==> src/rtl/core/epoch_seconds_to_calendar_defines.svh <==
// Assertion macros for the epoch to calendar converter.
// Define NO_ASSERTIONS to compile the assertions out.
`ifndef EPOCH_SECONDS_TO_CALENDAR_DEFINES_SVH
`define EPOCH_SECONDS_TO_CALENDAR_DEFINES_SVH

`ifndef NO_ASSERTIONS

// Same-cycle implication, checked at each rising clock edge
`define ESC_ASSERT_IMP(lbl, clk, rst, ante, cons) \
   lbl: assert property (@(posedge clk) disable iff (rst) (ante) |-> (cons)) \
      else $error("esc assertion failed");

// Next-cycle implication, checked at each rising clock edge
`define ESC_ASSERT_NEXT(lbl, clk, rst, ante, cons) \
   lbl: assert property (@(posedge clk) disable iff (rst) (ante) |=> (cons)) \
      else $error("esc assertion failed");

`else

`define ESC_ASSERT_IMP(lbl, clk, rst, ante, cons)
`define ESC_ASSERT_NEXT(lbl, clk, rst, ante, cons)

`endif

`endif

==> src/rtl/core/esc_pkg.sv <==
package esc_pkg;

   // Sequencer phases
   typedef enum logic [2:0] {
      ST_IDLE,
      ST_DIV_SEC,
      ST_DIV_MIN,
      ST_DIV_HOUR,
      ST_DIV_WDAY,
      ST_YEAR_SCAN,
      ST_MONTH_SCAN,
      ST_FINISH
   } esc_state_type;

   // Configuration register indexes
   localparam logic CsrTimezone   = 1'b0;
   localparam logic CsrSummertime = 1'b1;

   // Reset values of the configuration registers
   localparam logic signed [4:0] TimezoneReset   = 5'sd1;
   localparam logic              SummertimeReset = 1'b1;

   // Shared subtractor width
   localparam int SubWidth = 17;

   // Dividend register width
   localparam int DivWidth = 32;

   // Reciprocals: floor(x / d) = (x * Recip) >> Shift
   localparam logic [31:0] RecipSixty = 32'h8888_8889;  // any 32-bit x
   localparam int          ShiftSixty = 37;
   localparam logic [31:0] RecipDay   = 32'hAAAA_AAAB;  // any 32-bit x
   localparam int          ShiftDay   = 36;
   localparam logic [31:0] RecipWeek  = 32'h9249_2493;  // x below 3.4e9
   localparam int          ShiftWeek  = 34;

   localparam logic [5:0] SecPerMin  = 6'd60;
   localparam logic [5:0] MinPerHour = 6'd60;
   localparam logic [5:0] HourPerDay = 6'd24;
   localparam logic [5:0] DaysPerWk  = 6'd7;

   // 1970-01-01 was a Thursday: weekday index offset
   localparam logic [15:0] WdayBias = 16'd4;

   // Calendar constants
   localparam int          EpochYear   = 1970;
   localparam logic [7:0]  YoffY2100   = 8'(2100 - EpochYear);
   localparam logic [7:0]  YoffY2200   = 8'(2200 - EpochYear);
   localparam logic [8:0]  DaysLeapYr  = 9'd366;
   localparam logic [8:0]  DaysYr      = 9'd365;
   localparam logic [4:0]  DaysFebLeap = 5'd29;
   localparam logic [3:0]  MonthFeb    = 4'd1;
   localparam logic [3:0]  MonthApr    = 4'd3;
   localparam logic [3:0]  MonthOct    = 4'd9;
   localparam logic [3:0]  MonthDec    = 4'd11;

   localparam logic [4:0] MonthDays [12] = '{
      5'd31, 5'd28, 5'd31, 5'd30, 5'd31, 5'd30,
      5'd31, 5'd31, 5'd30, 5'd31, 5'd30, 5'd31
   };

   // Gregorian leap test for 1970 + yoff. Offsets 2 mod 4 are years divisible
   // by four; in range only 2100 and 2200 are century years that skip it.
   function automatic logic is_leap(input logic [7:0] yoff);
      return (yoff[1:0] == 2'b10) && (yoff != YoffY2100) && (yoff != YoffY2200);
   endfunction

   // Length of month m (0 is January)
   function automatic logic [4:0] month_len(input logic [3:0] m, input logic leap);
      logic [4:0] len;
      if (m == MonthFeb && leap) begin
         len = DaysFebLeap;
      end else if (m <= MonthDec) begin
         len = MonthDays[m];
      end else begin
         len = MonthDays[MonthDec];
      end
      return len;
   endfunction

endpackage

==> src/rtl/core/epoch_seconds_to_calendar.sv <==
// Channel  Direction  Handshake             Payload
// req      in         req_valid/req_stall   req_unix_seconds
// rsp      out        rsp_valid/rsp_stall   second, minute, hour, weekday, year_offset,
//                                           month, day
// csr      in         csr_valid/csr_ready   csr_index, csr_wdata
//
// One request passes the accepting idle state, four reciprocal divisions
// (seconds, minutes, hours, weekday), each a multiply step then a quotient
// and remainder step on a shared multiplier, one compare/subtract per year
// and per month plus a closing step for the year scan and for a month scan
// that stops short of December, and a step to load the output register.
// req_stall is high from acceptance until the result moves to the output
// register; that register holds it while rsp_stall is high, and the next
// request is taken meanwhile. Synchronous active-high reset: idle, no result,
// timezone +1, summertime on.
`include "epoch_seconds_to_calendar_defines.svh"

module epoch_seconds_to_calendar (
   input  logic                clock,
   input  logic                reset,
   // request channel
   input  logic                req_valid,
   output logic                req_stall,
   input  logic [31:0]         req_unix_seconds,
   // response channel
   output logic                rsp_valid,
   input  logic                rsp_stall,
   output logic [5:0]          rsp_second,
   output logic [5:0]          rsp_minute,
   output logic signed [6:0]   rsp_hour,
   output logic [2:0]          rsp_weekday,
   output logic [7:0]          rsp_year_offset,
   output logic [3:0]          rsp_month,
   output logic [4:0]          rsp_day,
   // configuration channel
   input  logic                csr_valid,
   output logic                csr_ready,
   input  logic                csr_index,
   input  logic [4:0]          csr_wdata
);

   esc_pkg::esc_state_type state_ff, state_in;

   logic [esc_pkg::DivWidth-1:0]   work_ff, work_in;
   logic [2*esc_pkg::DivWidth-1:0] prod_ff, prod_in;
   logic                           half_ff, half_in;
   logic [5:0]                     sec_ff, sec_in;
   logic [5:0]                     min_ff, min_in;
   logic [4:0]                     hutc_ff, hutc_in;
   logic [15:0]                    days_ff, days_in;
   logic [2:0]                     wday_ff, wday_in;
   logic [7:0]                     year_ff, year_in;
   logic [3:0]                     mon_ff, mon_in;

   logic signed [4:0]            tz_ff;
   logic                         dst_ff;

   logic                         out_valid_ff, out_valid_in;
   logic [5:0]                   out_sec_ff, out_sec_in;
   logic [5:0]                   out_min_ff, out_min_in;
   logic signed [6:0]            out_hour_ff, out_hour_in;
   logic [2:0]                   out_wday_ff, out_wday_in;
   logic [7:0]                   out_year_ff, out_year_in;
   logic [3:0]                   out_mon_ff, out_mon_in;
   logic [4:0]                   out_day_ff, out_day_in;

   // Shared subtractor
   logic [esc_pkg::SubWidth-1:0] sub_a, sub_b, sub_diff;
   logic                         sub_borrow;

   // Shared reciprocal multiplier
   logic [esc_pkg::DivWidth-1:0]   recip;
   logic [2*esc_pkg::DivWidth-1:0] mul_out;
   logic [5:0]                     div_k;
   logic [5:0]                     qd_low;

   logic                         req_take, rsp_take, out_free, leap;
   logic [esc_pkg::DivWidth-1:0] quot;
   logic [5:0]                   rem_val;
   logic [15:0]                  wday_arg;
   logic                         dst_on;

   assign req_take = req_valid && !req_stall;
   assign rsp_take = out_valid_ff && !rsp_stall;
   assign out_free = !out_valid_ff || !rsp_stall;
   assign leap     = esc_pkg::is_leap(year_ff);

   // Reciprocal, divisor and quotient for the current division pass
   always_comb begin
      recip = esc_pkg::RecipSixty;
      div_k = esc_pkg::SecPerMin;
      quot  = esc_pkg::DivWidth'(prod_ff >> esc_pkg::ShiftSixty);
      unique case (state_ff)
         esc_pkg::ST_DIV_MIN: begin
            div_k = esc_pkg::MinPerHour;
         end
         esc_pkg::ST_DIV_HOUR: begin
            recip = esc_pkg::RecipDay;
            div_k = esc_pkg::HourPerDay;
            quot  = esc_pkg::DivWidth'(prod_ff >> esc_pkg::ShiftDay);
         end
         esc_pkg::ST_DIV_WDAY: begin
            recip = esc_pkg::RecipWeek;
            div_k = esc_pkg::DaysPerWk;
            quot  = esc_pkg::DivWidth'(prod_ff >> esc_pkg::ShiftWeek);
         end
         default: ;
      endcase
   end

   assign mul_out  = {{esc_pkg::DivWidth{1'b0}}, work_ff} * {{esc_pkg::DivWidth{1'b0}}, recip};
   // remainder < 64, so six low bits of quotient * divisor are enough
   assign qd_low   = quot[5:0] * div_k;
   assign rem_val  = sub_diff[5:0];
   assign wday_arg = quot[15:0] + esc_pkg::WdayBias;

   // Summertime applies to April through October
   assign dst_on = dst_ff && (mon_ff >= esc_pkg::MonthApr) && (mon_ff <= esc_pkg::MonthOct);

   // Operand select for the subtractor
   always_comb begin
      sub_a = esc_pkg::SubWidth'(work_ff[5:0]);
      sub_b = esc_pkg::SubWidth'(qd_low);
      unique case (state_ff)
         esc_pkg::ST_YEAR_SCAN: begin
            sub_a = esc_pkg::SubWidth'(days_ff);
            sub_b = esc_pkg::SubWidth'(leap ? esc_pkg::DaysLeapYr : esc_pkg::DaysYr);
         end
         esc_pkg::ST_MONTH_SCAN: begin
            sub_a = esc_pkg::SubWidth'(days_ff);
            sub_b = esc_pkg::SubWidth'(esc_pkg::month_len(mon_ff, leap));
         end
         default: ;
      endcase
      {sub_borrow, sub_diff} = {1'b0, sub_a} - {1'b0, sub_b};
   end

   // Sequencer: next state and datapath controls
   always_comb begin
      state_in     = state_ff;
      work_in      = work_ff;
      prod_in      = prod_ff;
      half_in      = half_ff;
      sec_in       = sec_ff;
      min_in       = min_ff;
      hutc_in      = hutc_ff;
      days_in      = days_ff;
      wday_in      = wday_ff;
      year_in      = year_ff;
      mon_in       = mon_ff;
      out_valid_in = out_valid_ff && !rsp_take;
      out_sec_in   = out_sec_ff;
      out_min_in   = out_min_ff;
      out_hour_in  = out_hour_ff;
      out_wday_in  = out_wday_ff;
      out_year_in  = out_year_ff;
      out_mon_in   = out_mon_ff;
      out_day_in   = out_day_ff;

      unique case (state_ff)
         esc_pkg::ST_IDLE: begin
            if (req_valid) begin
               work_in  = req_unix_seconds;
               half_in  = 1'b0;
               state_in = esc_pkg::ST_DIV_SEC;
            end
         end
         esc_pkg::ST_DIV_SEC, esc_pkg::ST_DIV_MIN,
         esc_pkg::ST_DIV_HOUR, esc_pkg::ST_DIV_WDAY: begin
            // multiply into prod_ff first, then take quotient and remainder from it
            half_in = !half_ff;
            if (!half_ff) begin
               prod_in = mul_out;
            end else begin
               unique case (state_ff)
                  esc_pkg::ST_DIV_SEC: begin
                     sec_in   = rem_val;
                     work_in  = quot;
                     state_in = esc_pkg::ST_DIV_MIN;
                  end
                  esc_pkg::ST_DIV_MIN: begin
                     min_in   = rem_val;
                     work_in  = quot;
                     state_in = esc_pkg::ST_DIV_HOUR;
                  end
                  esc_pkg::ST_DIV_HOUR: begin
                     hutc_in  = rem_val[4:0];
                     days_in  = quot[15:0];
                     work_in  = esc_pkg::DivWidth'(wday_arg);
                     state_in = esc_pkg::ST_DIV_WDAY;
                  end
                  default: begin
                     wday_in  = rem_val[2:0] + 3'd1;
                     year_in  = '0;
                     state_in = esc_pkg::ST_YEAR_SCAN;
                  end
               endcase
            end
         end
         esc_pkg::ST_YEAR_SCAN: begin
            // strip whole years while the remaining days cover one
            if (sub_borrow) begin
               mon_in   = '0;
               state_in = esc_pkg::ST_MONTH_SCAN;
            end else begin
               days_in = sub_diff[15:0];
               year_in = year_ff + 8'd1;
            end
         end
         esc_pkg::ST_MONTH_SCAN: begin
            if (sub_borrow) begin
               state_in = esc_pkg::ST_FINISH;
            end else begin
               days_in = sub_diff[15:0];
               if (mon_ff == esc_pkg::MonthDec) begin
                  state_in = esc_pkg::ST_FINISH;
               end else begin
                  mon_in = mon_ff + 4'd1;
               end
            end
         end
         esc_pkg::ST_FINISH: begin
            // move the result out once the output register is free
            if (out_free) begin
               out_valid_in = 1'b1;
               out_sec_in   = sec_ff;
               out_min_in   = min_ff;
               out_hour_in  = 7'(hutc_ff) + 7'(tz_ff) + 7'(dst_on);
               out_wday_in  = wday_ff;
               out_year_in  = year_ff;
               out_mon_in   = mon_ff + 4'd1;
               out_day_in   = days_ff[4:0] + 5'd1;
               state_in     = esc_pkg::ST_IDLE;
            end
         end
         default: state_in = esc_pkg::ST_IDLE;
      endcase
   end

   // Control registers
   always_ff @(posedge clock) begin
      if (reset) begin
         state_ff     <= esc_pkg::ST_IDLE;
         half_ff      <= 1'b0;
         out_valid_ff <= 1'b0;
      end else begin
         state_ff     <= state_in;
         half_ff      <= half_in;
         out_valid_ff <= out_valid_in;
      end
   end

   // Datapath registers
   always_ff @(posedge clock) begin
      work_ff     <= work_in;
      prod_ff     <= prod_in;
      sec_ff      <= sec_in;
      min_ff      <= min_in;
      hutc_ff     <= hutc_in;
      days_ff     <= days_in;
      wday_ff     <= wday_in;
      year_ff     <= year_in;
      mon_ff      <= mon_in;
      out_sec_ff  <= out_sec_in;
      out_min_ff  <= out_min_in;
      out_hour_ff <= out_hour_in;
      out_wday_ff <= out_wday_in;
      out_year_ff <= out_year_in;
      out_mon_ff  <= out_mon_in;
      out_day_ff  <= out_day_in;
   end

   // Configuration registers
   always_ff @(posedge clock) begin
      if (reset) begin
         tz_ff  <= esc_pkg::TimezoneReset;
         dst_ff <= esc_pkg::SummertimeReset;
      end else if (csr_valid && csr_ready) begin
         if (csr_index == esc_pkg::CsrTimezone) begin
            tz_ff <= csr_wdata;
         end else begin
            dst_ff <= csr_wdata[0];
         end
      end
   end

   assign csr_ready       = 1'b1;
   assign req_stall       = (state_ff != esc_pkg::ST_IDLE);
   assign rsp_valid       = out_valid_ff;
   assign rsp_second      = out_sec_ff;
   assign rsp_minute      = out_min_ff;
   assign rsp_hour        = out_hour_ff;
   assign rsp_weekday     = out_wday_ff;
   assign rsp_year_offset = out_year_ff;
   assign rsp_month       = out_mon_ff;
   assign rsp_day         = out_day_ff;

   // Checks
   `ESC_ASSERT_NEXT(a_req_starts_div, clock, reset, req_take,
      state_ff == esc_pkg::ST_DIV_SEC && !half_ff)
   `ESC_ASSERT_NEXT(a_finish_loads, clock, reset, state_ff == esc_pkg::ST_FINISH && out_free,
      out_valid_ff && state_ff == esc_pkg::ST_IDLE)
   `ESC_ASSERT_IMP(a_year_range, clock, reset, state_ff == esc_pkg::ST_MONTH_SCAN,
      year_ff <= 8'd136 && mon_ff <= esc_pkg::MonthDec)
   `ESC_ASSERT_IMP(a_result_range, clock, reset, out_valid_ff,
      out_mon_ff >= 4'd1 && out_mon_ff <= 4'd12 && out_day_ff >= 5'd1 && out_wday_ff != 3'd0)

endmodule

==> config.mk <==
export PLATFORM = sky130hd
export DESIGN_NAME = epoch_seconds_to_calendar
export DESIGN_NICKNAME = d
export VERILOG_FILES = /design/src/rtl/core/esc_pkg.sv /design/src/rtl/core/epoch_seconds_to_calendar.sv
export VERILOG_INCLUDE_DIRS = /design/src /design/src/rtl/core
export SDC_FILE = /design/constraint.sdc
export NUM_CORES = 2
export LEC_CHECK = 0
export BUFFER_PORTS_ARGS = -buffer_cell sky130_fd_sc_hd__buf_2
export CORE_MARGIN = 2
export CORE_UTILIZATION = 51
export DETAILED_ROUTE_END_ITERATION = 7
export HOLD_SLACK_MARGIN = 0.03
export PLACE_DENSITY = 0.67
export SLEW_MARGIN = 20
export SYNTH_ARGS = -nofsm -noshare
export SYNTH_HDL_FRONTEND = slang
export SYNTH_SLANG_ARGS = --single-unit
==> constraint.sdc <==
create_clock -name clock -period 16.4 [get_ports clock]
set_clock_uncertainty 0.2 [all_clocks]
set_input_delay 0.82 -clock clock [delete_from_list [all_inputs] [get_ports clock]]
set_output_delay 0.82 -clock clock [all_outputs]
set_load 0.01 [all_outputs]
==> impl_results.md <==
- Minimum clock period: between 9 and 10 ns
- Clock Pin Slew Worst Setup and Hold Paths: 0.07 ns
- Postcts setup bufs: 0
- Fmax: 101 MHz
- Reg2Reg Capture Point: prod_ff[54]$_DFFE_PP_
- CTS Hold Bufs: 0
- Total core area: just under 60000 um^2
- Post-synth EDFFs: between 100 and 150
- WHS Endpoint: rsp_second[3]$_DFFE_PP_
- Syn_area_per_cell: slightly above 10 um^2
- Mapped Cells: between 2000 and 3000
- Die area: 60600 um^2
- Crit path kind: register to register
- Chip width: around 250 um
- Critical Path RT: 16.38 ns
- Initial DRC Count: 1835
- RR Startpoint: state_ff[0]$_SDFFE_PP0P_
- Outcome: finished clean
- Residual DRC count: 0
- CTS root buf: clkbuf_16
- Yosys cell types: 91
- DRT antenna net count: 0
- R2R Setup Slk: 6.50 ns
- Critical Path Start Type: register
- Hold Path Depth: 0
- Dominant synthesized flop cell: edfxtp_1
- Final Wtd Congestion: 0.993
- Commonest non-fill, non-tap cell in the layout: inv_1
- Mux cell area share after synthesis: 0.00807
- CP Capture Type: register
- Final Setup Violations: 0
- GRT Util Overall: 0.303
- Vias: roughly 21000
- Largest family of logic cells by synthesized area: adder cells
- Tightest Pin Transition: between 1 and 1.5 ns
- Clock Path Buffers: 2
- Total Nets Final: 3993
- Synthesized flop and latch total: 160
- Initial antenna violation count: 1
- Port bufs: 83
- Maximum Capacitance Violations: 0
- Synth Area in Simple Gates: 0.0847
- Final Max Tran Viols: 0
- Final Hold Viols: 0
- Initial Util: 0.517
- Hold_sp: sec_ff[3]$_DFFE_PP_
- Area delta synth->final: 6.60%
- Mapped Area: around 30000 um^2
- CTS resizes: 0
- TritonRoute pass-1 iters: 5
- Arrival time of the worst setup path: between 9 and 10 ns
- Critical path's most frequent cell: fa_1
- Die Y: 246 um
- Core Util, Final: 0.551
- First-pass GRT wire length: 135000 um
- CP Buf/Inv Count: 6
- Sink Count: 160
- Crit. Startpoint: state_ff[0]$_SDFFE_PP0P_
- YS warnings: 0
- Hold Path Class: register to register
- # IOs: 85
- Via density: 5.60
- CP max-delay cell: a2111oi_2
- Largest net degree at the start of global routing: slightly below 60
- Synth Area in Adders: 0.524
- Fraction of synthesized cell area in xor and xnor cells: 0.0360
- Most frequent cells in the layout: inv_1 (694), fa_1 (549), ha_1 (372)
- Share of cells above drive strength 1: 0.0641
- Register area share after synthesis: 0.157
- Synth async-reset ratio: 0
- Post-DR wirelength/cell: roughly 23 um
- Top cell family by delay on the critical path: adder cells
- Worst Reg-to-Reg Cells: 25
- Crit-path max cell delay: between 0.8 and 0.9 ns
- Crit path max fanout: 42
- Setup Total Neg Slack: 0 ns
- Diodes inserted: 0
- Dpl hpwl: just under 80000 um
- Layout fillers: 5226
- Vias in the first global route: between 20000 and 25000
- Fin crit share: 0.604
- CTS tree: yes
- Row count: 88
- RSZ-0062 raised after global routing: false
- WL final: 88800 um
- Slew headroom: 0.324
- Grt total ovfl: 0
- Worst-Skew Late Latency: roughly 0.44 ns
- H-tree depth: 4
- CTS Buf Count: 17
- Synth Area in Compound Gates: 0.0893
[metrics by stage]
step,setup WS (ns),instances,hold WS (ns),instance area [um^2]
after floorplan,7.91,3006,0.200,30200
final,6.50,3807,0.217,31900
after detailed placement,6.76,3775,0.205,31300
after global routing,6.16,3807,0.238,31900
after global placement,6.93,3774,0.203,31300
after CTS,6.71,3807,0.220,31900
[area by class of cell]
class	count	area [um^2]	area share
clock buffer	17	425	0.0133
multi-input combinational	2051	22500	0.704
tap	765	957	0.0300
timing repair buffer	105	601	0.0188
clock inverter	15	146	0.00459
sequential	160	4700	0.147
inverter	694	2610	0.0816
[sequential cells by signal, indices dropped and copies added (netlist names), 3 cells and up]
signal,flops
sec_ff,6
rsp_month,4
rsp_second,6
state_ff,3
rsp_minute,6
tz_ff,5
days_ff,16
rsp_weekday,3
min_ff,6
prod_ff,30
rsp_year_offset,8
wday_ff,3
rsp_day,5
hutc_ff,5
work_ff,32
mon_ff,4
year_ff,8
rsp_hour,7
[metal layers]
metal,share of wire,up-vias,GRT usage
met3,0.065,127,0.0334
met5,0,-,0
met1,0.42,10883,0.419
met2,0.48,833,0.496
li1,-,9484,-
met4,0.039,0,0.110
[Yosys cell counts (11+ instances only)]
cell / count / area share
a21o_1: 41 / 0.010
a21oi_1: 92 / 0.015
a22o_1: 24 / 0.0070
a22oi_1: 15 / 0.0038
a31o_2: 11 / 0.0032
and2_1: 54 / 0.011
and3_1: 28 / 0.0059
clkbuf_1: 82 / 0.010
dfxtp_1: 11 / 0.0074
edfxtp_1: 149 / 0.15
fa_1: 549 / 0.37
ha_1: 372 / 0.16
inv_1: 694 / 0.087
mux2i_1: 23 / 0.0077
nand2_1: 204 / 0.026
nand3_1: 36 / 0.0060
nand4_1: 21 / 0.0044
nor2_1: 98 / 0.012
nor2b_1: 13 / 0.0027
nor3_1: 15 / 0.0025
o21ai_0: 78 / 0.013
o21bai_1: 12 / 0.0030
o31ai_1: 17 / 0.0043
or2_2: 15 / 0.0031
xnor2_1: 85 / 0.025
xor2_1: 38 / 0.011
[cells by family (layout without fill, tap and decap cells)]
kind of cell,after synthesis,after routing
fa+ha+maj,924,924
buf+inv,795,831
simple gates,522,522
compound gates,391,391
flops,160,160
xor+xnor,123,123
mux,24,24
other cells,2,67
[worst max path at each step]
stage	end	slack, ns	depth (start not counted)
after floorplan	prod_ff[50]$_DFFE_PP_	7.91	31
after global placement	prod_ff[57]$_DFFE_PP_	6.93	28
after detailed placement	prod_ff[57]$_DFFE_PP_	6.76	26
after CTS	prod_ff[57]$_DFFE_PP_	6.71	26
after global routing	prod_ff[57]$_DFFE_PP_	6.16	28
final	prod_ff[54]$_DFFE_PP_	6.50	25
Power is not shown: default switching activity piles up to over one toggle a cycle in this logic, so the estimate is an artifact.
